$ cat src/rtl/pi4_dqpsk_multitone_modulator_core_macros.svh
// Assertion helpers shared by the modulator RTL.
// Every check runs on aclk and is disabled while aresetn is low.
`ifndef PI4_DQPSK_MULTITONE_MODULATOR_CORE_MACROS_SVH
`define PI4_DQPSK_MULTITONE_MODULATOR_CORE_MACROS_SVH

// Same-cycle implication
`define P4DQMM_ASSERT_NOW(label, pre, post, msg) \
    label: assert property (@(posedge aclk) disable iff (!aresetn) (pre) |-> (post)) \
        else $error(msg);

// Next-cycle implication
`define P4DQMM_ASSERT_NEXT(label, pre, post, msg) \
    label: assert property (@(posedge aclk) disable iff (!aresetn) (pre) |=> (post)) \
        else $error(msg);

`endif

$ cat src/rtl/p4dqmm_pkg.sv
package p4dqmm_pkg;

    // Default build settings
    localparam int NUM_TONES_DEF          = 15;
    localparam int CARRIER_PHASE_BITS_DEF = 32;
    localparam int COS_ADDR_BITS_DEF      = 10;
    localparam int MAX_TONES              = 15;

    // Field and register widths
    localparam int FRAME_BITS_W = 30;
    localparam int SAMPLE_W     = 20;
    localparam int INDEX_W      = 16;
    localparam int AMP_W        = 16;
    localparam int PPH_W        = 24;
    localparam int OFFL_W       = 64;
    localparam int OFFH_W       = 56;
    localparam int OFFSETS_W    = OFFL_W + OFFH_W;
    localparam int CFG_IDX_W    = 3;
    localparam int CFG_DATA_W   = 64;
    localparam int FREQ_W       = 12;
    localparam int COS_MAG_W    = 16;
    localparam int COS_W        = COS_MAG_W + 1;
    localparam int SUM_W        = 20;
    localparam int SYM_W        = 3;
    localparam int IN_TDATA_W   = 32;
    localparam int OUT_TDATA_W  = 40;
    localparam int IN_TUSER_W   = 2;

    // Register reset values
    localparam logic [AMP_W-1:0] AMP_RESET = 16'd16515;
    localparam logic [PPH_W-1:0] PPH_RESET = 24'd536871;

    // Cosine generation constants
    localparam logic [63:0] HALF_PI_Q30 = 64'd1686629713;
    localparam logic [63:0] Q30_ONE     = 64'd1 << 30;
    localparam logic [COS_MAG_W-1:0] Q15_ONE = 16'd32768;

    // Tone frequencies in hertz, tone 1 first
    localparam logic [FREQ_W-1:0] TONE_FREQ [MAX_TONES] = '{
        12'd935,  12'd1045, 12'd1155, 12'd1265, 12'd1375, 12'd1485, 12'd1595, 12'd1705,
        12'd1815, 12'd1925, 12'd2035, 12'd2145, 12'd2255, 12'd2365, 12'd2915
    };

    // Configuration register indexes
    typedef enum logic [CFG_IDX_W-1:0] {
        REG_AMPLITUDE     = 3'd0,
        REG_PHASE_PER_HZ  = 3'd1,
        REG_OFFSETS_LOW   = 3'd2,
        REG_OFFSETS_HIGH  = 3'd3
    } cfg_reg_t;

    // One configuration write
    typedef struct packed {
        logic                  en;
        logic [CFG_IDX_W-1:0]  index;
        logic [CFG_DATA_W-1:0] data;
    } cfg_wr_t;

    // Load enables for the back end of the pipeline
    typedef struct packed {
        logic lane_ld;
        logic part_ld;
        logic total_ld;
        logic out_ld;
    } comb_en_t;

    // Gray-mapped differential step, units of pi/4
    function automatic logic [SYM_W-1:0] dibit_step(input logic [1:0] d);
        logic [SYM_W-1:0] st;
        case (d)
            2'd0:    st = 3'd3;
            2'd1:    st = 3'd1;
            2'd2:    st = 3'd5;
            default: st = 3'd7;
        endcase
        return st;
    endfunction

    // Q30 product, wrapping at 64 bits
    function automatic logic [63:0] mul_q30(input logic [63:0] a, input logic [63:0] b);
        logic [63:0] p;
        p = a * b;
        return p >> 30;
    endfunction

    // Round Q30 half up to Q15, clamp to [0, 1.0]
    function automatic logic [COS_MAG_W-1:0] q30_to_q15(input longint v);
        longint r;
        if (v < 0) begin
            return '0;
        end
        r = (v + 64'sd16384) >>> 15;
        if (r > 64'sd32768) begin
            r = 64'sd32768;
        end
        return COS_MAG_W'(r);
    endfunction

    // Table entry for one first-quadrant step: sine in the upper half, cosine below
    function automatic logic [2*COS_MAG_W-1:0] cos_sin_entry(input int unsigned r,
                                                             input int unsigned frac_bits);
        logic [63:0] x;
        logic [63:0] x2;
        logic [63:0] t;
        longint      acc_c;
        longint      acc_s;
        x  = (64'(r) * HALF_PI_Q30) >> frac_bits;
        x2 = mul_q30(x, x);
        // cosine series
        t = Q30_ONE;
        acc_c = longint'(t);
        t = mul_q30(t, x2) / 2;   acc_c = acc_c - longint'(t);
        t = mul_q30(t, x2) / 12;  acc_c = acc_c + longint'(t);
        t = mul_q30(t, x2) / 30;  acc_c = acc_c - longint'(t);
        t = mul_q30(t, x2) / 56;  acc_c = acc_c + longint'(t);
        t = mul_q30(t, x2) / 90;  acc_c = acc_c - longint'(t);
        t = mul_q30(t, x2) / 132; acc_c = acc_c + longint'(t);
        // sine series
        t = x;
        acc_s = longint'(t);
        t = mul_q30(t, x2) / 6;   acc_s = acc_s - longint'(t);
        t = mul_q30(t, x2) / 20;  acc_s = acc_s + longint'(t);
        t = mul_q30(t, x2) / 42;  acc_s = acc_s - longint'(t);
        t = mul_q30(t, x2) / 72;  acc_s = acc_s + longint'(t);
        t = mul_q30(t, x2) / 110; acc_s = acc_s - longint'(t);
        t = mul_q30(t, x2) / 156; acc_s = acc_s + longint'(t);
        return {q30_to_q15(acc_s), q30_to_q15(acc_c)};
    endfunction

endpackage

$ cat src/rtl/p4dqmm_combine.sv
module p4dqmm_combine #(
    parameter int NUM_TONES = p4dqmm_pkg::NUM_TONES_DEF
) (
    input  logic                                              aclk,
    input  p4dqmm_pkg::comb_en_t                              en,
    input  logic signed [NUM_TONES-1:0][p4dqmm_pkg::COS_W-1:0] cos_val,
    input  logic [p4dqmm_pkg::INDEX_W-1:0]                    index_in,
    input  logic [p4dqmm_pkg::AMP_W-1:0]                      amplitude,
    output logic signed [p4dqmm_pkg::SAMPLE_W-1:0]            sample,
    output logic [p4dqmm_pkg::INDEX_W-1:0]                    sample_index
);
    import p4dqmm_pkg::*;

    localparam int GROUP      = 4;
    localparam int NUM_GROUPS = (NUM_TONES + GROUP - 1) / GROUP;
    localparam int PROD_W     = SUM_W + AMP_W + 1;
    localparam int SCALED_W   = PROD_W - 16;
    localparam logic signed [SCALED_W-1:0] SAT_MAX = SCALED_W'((1 << (SAMPLE_W-1)) - 1);
    localparam logic signed [SCALED_W-1:0] SAT_MIN = -SCALED_W'(1 << (SAMPLE_W-1));

    logic signed [NUM_GROUPS-1:0][SUM_W-1:0] part_reg;
    logic signed [SUM_W-1:0]    total;
    logic signed [SUM_W-1:0]    total_reg;
    logic signed [PROD_W-1:0]   prod;
    logic signed [SCALED_W-1:0] scaled;
    logic signed [SAMPLE_W-1:0] sat;
    logic signed [SAMPLE_W-1:0] sample_reg;
    logic [INDEX_W-1:0]         idx2_reg;
    logic [INDEX_W-1:0]         idx3_reg;
    logic [INDEX_W-1:0]         idx4_reg;
    logic [INDEX_W-1:0]         idx_out_reg;

    // First tree level: groups of four tones
    for (genvar g = 0; g < NUM_GROUPS; g++) begin : g_part
        logic signed [SUM_W-1:0] part;
        always_comb begin
            part = '0;
            for (int j = 0; j < GROUP; j++) begin
                if (g * GROUP + j < NUM_TONES) begin
                    part = part + SUM_W'($signed(cos_val[g * GROUP + j]));
                end
            end
        end
        always_ff @(posedge aclk) begin
            if (en.part_ld) begin
                part_reg[g] <= part;
            end
        end
    end

    // Second tree level: total over the groups
    always_comb begin
        total = '0;
        for (int g = 0; g < NUM_GROUPS; g++) begin
            total = total + part_reg[g];
        end
    end

    always_ff @(posedge aclk) begin
        if (en.total_ld) begin
            total_reg <= total;
        end
    end

    // Scale by amplitude, round half up, saturate
    assign prod   = PROD_W'(total_reg) * $signed({1'b0, amplitude}) + PROD_W'(32768);
    assign scaled = SCALED_W'(prod >>> 16);
    always_comb begin
        if (scaled > SAT_MAX) begin
            sat = SAT_MAX[SAMPLE_W-1:0];
        end else if (scaled < SAT_MIN) begin
            sat = SAT_MIN[SAMPLE_W-1:0];
        end else begin
            sat = scaled[SAMPLE_W-1:0];
        end
    end

    // Carry the sample index alongside the data
    always_ff @(posedge aclk) begin
        if (en.lane_ld) begin
            idx2_reg <= index_in;
        end
        if (en.part_ld) begin
            idx3_reg <= idx2_reg;
        end
        if (en.total_ld) begin
            idx4_reg <= idx3_reg;
        end
        if (en.out_ld) begin
            idx_out_reg <= idx4_reg;
            sample_reg  <= sat;
        end
    end

    assign sample       = sample_reg;
    assign sample_index = idx_out_reg;

endmodule

$ cat config.mk
export PLATFORM = sky130hd
export DESIGN_NAME = p4dqmm_combine
export DESIGN_NICKNAME = d
export VERILOG_FILES = /design/src/rtl/pi4_dqpsk_multitone_modulator_core_macros.svh /design/src/rtl/p4dqmm_pkg.sv /design/src/rtl/p4dqmm_combine.sv
export SDC_FILE = /design/constraint.sdc
export NUM_CORES = 1
export LEC_CHECK = 0
export BUFFER_PORTS_ARGS = -buffer_cell sky130_fd_sc_hd__buf_2
export CAP_MARGIN = 5
export CELL_PAD_IN_SITES_DETAIL_PLACEMENT = 0
export CELL_PAD_IN_SITES_GLOBAL_PLACEMENT = 1
export CORE_ASPECT_RATIO = 0.6
export CORE_MARGIN = 10
export CORE_UTILIZATION = 41
export DETAILED_ROUTE_END_ITERATION = 10
export GPL_TIMING_DRIVEN = 0
export PLACE_DENSITY_LB_ADDON = 0.1
export SLEW_MARGIN = 10
export SYNTH_ARGS = -nofsm -noshare
export SYNTH_HDL_FRONTEND = slang
export SYNTH_SLANG_ARGS = --single-unit
$ cat constraint.sdc
create_clock -name aclk -period 10.2 [get_ports aclk]
set_input_delay 2.04 -clock aclk [delete_from_list [all_inputs] [get_ports aclk]]
set_output_delay 2.04 -clock aclk [all_outputs]
set_load 0.005 [all_outputs]
**Word level (Yosys, flattened, before mapping)**

Index checks and enable logic that the tools add are counted.

- Bits in registers: 184
- Input port bits: 292
- Word-level logic and storage cells: 29

- $add $sub $neg: 15
- $mul: 1
- Order comparisons: 2
- Muxes and demuxes: 1

Operators with widths:

| kind | number |
|---|---|
| $add 18x17->19 | 4 |
| $add 17x17->18 | 4 |
| $add 19x17->20 | 3 |
| $add 20x20->20 | 3 |
| $add 37x17->37 const B | 1 |
| $mul 20x17->37 | 1 |
| $gt 21x20->1 const B | 1 |
| $lt 21x20->1 const B | 1 |
| $mux 20 | 1 |

**Depth between registers and ports, before layout**

- Depth after elaboration: 4
- Mapped depth: 26

**Worst setup path before layout**

OpenSTA, ideal clock, no wires.

- Kind: input port to flip-flop
- Start: input amplitude[2] (netlist name)
- End: register sample_reg[10] (netlist: sample[10]), data pin
- Arrival: 8283 ps
- Data required time: 9940 ps
- Path slack: 1656 ps
- Stages on the path: 24
- Buffers on the path: 3
- Path through: clkbuf_1 clkbuf_1 and2_1 fa_1 inv_1 fa_1 fa_1 inv_1 fa_1 fa_1 inv_1 fa_1 inv_1 ha_1 a2111oi_2 o21ai_1 a221oi_2 a21oi_2 nor4b_4 nor4_1 a211oi_4 mux2i_2 buf_2 o21ai_1

- Word-level cells in the longest chain between the ends: 4
- Elaborated cells between the ends (all ways): 5

RTL lines:

| element | RTL line | RTL |
|---|---|---|
| start, declared | p4dqmm_combine.sv:8 | `input logic [p4dqmm_pkg::AMP_W-1:0] amplitude,` |
| $mul 20x17->37 (*) | p4dqmm_combine.sv:66 | `assign prod = PROD_W'(total_reg) * $signed({1'b0, amplitude}) + PROD_W'(32768);` |
| $add 37x17->37 (*) | p4dqmm_combine.sv:66 |  |
| $lt 21x20->1 | p4dqmm_combine.sv:71 | `end else if (scaled < SAT_MIN) begin` |
| $mux 20 | p4dqmm_combine.sv:71 |  |
| end signal, assigned | p4dqmm_combine.sv:91 | `sample_reg <= sat;` |
| end, declared | p4dqmm_combine.sv:27 | `logic signed [SAMPLE_W-1:0] sample_reg;` |

Every way passes the cells marked *; elsewhere a longest branch is shown, timed or not.
A chain may end at the register's enable or synchronous reset.

**Worst setup path in the final report**

- Start: input amplitude[2] (netlist name)
- End: register sample_reg[11] (netlist: sample[11]), data pin

Same word-level chain as after synthesis.

==> flow_metrics.tcl <==
set metrics [dict create \
    syn_area_per_cell_sq_um 11.0 \
    gr-usage-all-layers_pct 19.4 \
    syn_nets 3212 \
    async_flop_share_pct 0 \
    cts.reportedPaths.clkPinSlew_ns 0.08 \
    grt_pass1_vias 18300 \
    finalSetupViolCount 0 \
    row_count 69 \
    yosysTopAreaCellShare_pct 39.2 \
    postSynthCellCount 2240 \
    grt-ovfl-total 0 \
    yosys_register_bits 183 \
    finalCritPeriodShare_pct 96.6 \
    synth_warnings 0 \
    slew_headroom_pct 27.0 \
    port_buffers 315 \
    hpwl_mm 57.6 \
    yosysSeqAreaShare_pct 22.4 \
    largest_register_ffs 79 \
    start_util_pct 41.4 \
    die_area_sq_um 70300 \
    min_path_type "flop to flop" \
    wl_mm 65.8 \
    cts_tree "yes" \
    setup_slack_ns 0.345 \
    die_w_um 336 \
    cts_buffer_depth 2 \
    cts_inserted_buffers 17 \
    chipHeight_um 209 \
    clk-insertion-delay-late_ns 0.45 \
    cts_root_buf "clkbuf_16" \
    finalCriticalPeriod_ns 9.86 \
    yosysTopAreaCell "fa_1" \
    r2r-end "sample[11]$_SDFFCE_PN1P_" \
    clock-sinks 183 \
    pre_cts_ws_ns -0.305 \
    rsz0062_at_grt "false" \
    finalClockSkew_ns 0.00985 \
    gp_congestion 0.853 \
    boundaryPins 328 \
    yosys-top-cells-area "fa_1 (39%), edfxtp_1 (22%), ha_1 (10%)" \
    post_cts_buffers 0 \
    fillers 5652 \
    finalSetupTns_ns 0 \
    final_nets 3546 \
    crit_end "sample[11]$_SDFFCE_PN1P_" \
    drcViolationCount 0 \
    syn2layout_area_growth_pct 13.0 \
    final_cell_area_sq_um 27700 \
    cap_violations 0 \
    ff2ff_setup_slack_ns 1.87 \
    drtAntennaViolNets 0 \
    crit_path_start_kind "input pin" \
    synth_area_sq_um 24500 \
    synthFlopType "edfxtp_1" \
    status "completed" \
    antenna_found_initial 5 \
    final_max_slew_viol_count 0 \
    htree_levels 4 \
    reg2reg_from "total_reg[10]$_DFFE_PP_" \
    worstMarginPinSlew_ns 1.10 \
    whs_ns 0.421 \
    synth.most_common_cell "fa_1" \
    grt_max_degree 56 \
    synth_edf_count 183 \
    arrival_ns 10.04 \
    cts_resized 0 \
    dr_total_vias 16400 \
    firstDrtPassIters 6 \
    crit_start "amplitude[2]" \
    worst-r2r-cell-count 23 \
    vias_per_cell 4.88 \
    cts_hold_buffers 0 \
    synthTopCellsByCount "fa_1 (481), inv_1 (480), ha_1 (199)" \
    min_path_cells 0 \
    hold_viol 0 \
    grt_pass1_wl_mm 105 \
    worstSetupPathType "input pin to flop" \
    drt-wirelength-per-cell_um 19.5 \
    worst_setup_path_end_kind "flop" \
    core_sq_um 59200 \
    synth_cell_types 58 \
    drt_iter0_markers 847 \
    dpl_cell_area_sq_um 27100 \
    max_freq_mhz 101 \
    cp_max_fo 10 \
    drive_gt1_share_pct 14.2 \
    required_ns 10.38 \
]
## cells in the final DEF (no fill, tap or decap), types with 49 or more instances in the layout
| cell type | Yosys | final |
|---|---|---|
| fa_1 | 481 | 481 |
| inv_1 | 480 | 480 |
| buf_2 | 2 | 316 |
| ha_1 | 199 | 199 |
| and2_1 | 194 | 194 |
| edfxtp_1 | 183 | 183 |
| nand2_1 | 166 | 166 |
| xnor2_1 | 73 | 73 |
| nor2_1 | 67 | 67 |
| a21oi_1 | 58 | 58 |
| o21ai_0 | 56 | 56 |
| clkbuf_1 | 50 | 49 |
## logic make-up after synthesis
| group | synth area share, % |
|---|---|
| xor+xnor | 3.43 |
| compound gates | 5.14 |
| buf+inv | 8.18 |
| simple gates | 11.4 |
| fa+ha+maj | 49.4 |
| flops | 22.4 |
| mux | 0.0969 |
## how the worst min path moves through the flow
stage | start | slack, ns | end
2_1_floorplan | idx2_reg[0]$_DFFE_PP_ | 0.40 | idx3_reg[0]$_DFFE_PP_
6_report | idx4_reg[13]$_DFFE_PP_ | 0.42 | sample_index[13]$_DFFE_PP_
5_1_grt | idx4_reg[9]$_DFFE_PP_ | 0.43 | sample_index[9]$_DFFE_PP_
3_3_place_gp | idx4_reg[0]$_DFFE_PP_ | 0.40 | sample_index[0]$_DFFE_PP_
4_1_cts | idx3_reg[12]$_DFFE_PP_ | 0.42 | idx4_reg[12]$_DFFE_PP_
3_5_place_dp | idx2_reg[10]$_DFFE_PP_ | 0.40 | idx3_reg[10]$_DFFE_PP_
## metrics by stage
stage	instances	utilization, %
2_1_floorplan	2240	-
6_report	3371	46.8
4_1_cts	3368	46.8
3_3_place_gp	3336	45.7
5_1_grt	3368	46.8
3_5_place_dp	3337	45.8
## per-layer routing
layer,share of wire [%],track usage [%]
met2,44,29.5
met3,6.9,5.02
met5,0.029,0
met1,48,28.5
met4,0.55,2.02
## worst max-delay path, cell delays in order
cell       delay [ns]
buf_2            0.11
clkbuf_1         0.46
clkbuf_1         0.54
and2_1           0.25
fa_1             0.39
inv_1            0.09
fa_1             0.43
fa_1             0.53
inv_1            0.06
fa_1             0.51
fa_1             0.52
inv_1            0.06
fa_1             0.48
inv_1            0.04
ha_1             0.34
a2111oi_2        0.37
o21ai_1          0.21
a221oi_2         0.40
a21oi_2          0.22
nor4b_4          0.45
nor4_2           0.14
a211oi_4         0.35
mux2i_4          0.58
buf_2            0.32
o21ai_1          0.15
## cell type report
type / instances / area, sq um / area share, %
flip-flops and latches: 183 / 5500 / 19.8
diodes: 4 / 10.0 / 0.0361
well taps: 781 / 977 / 3.52
clock inverters: 14 / 156 / 0.564
clock buffers: 17 / 425 / 1.53
repair buffers: 316 / 1610 / 5.80
inverters: 480 / 1800 / 6.50
plain buffers: 53 / 201 / 0.727
multi-input cells: 1523 / 17000 / 61.5
Power is not shown: default switching activity piles up to over one toggle a cycle in this logic, so the estimate is an artifact.
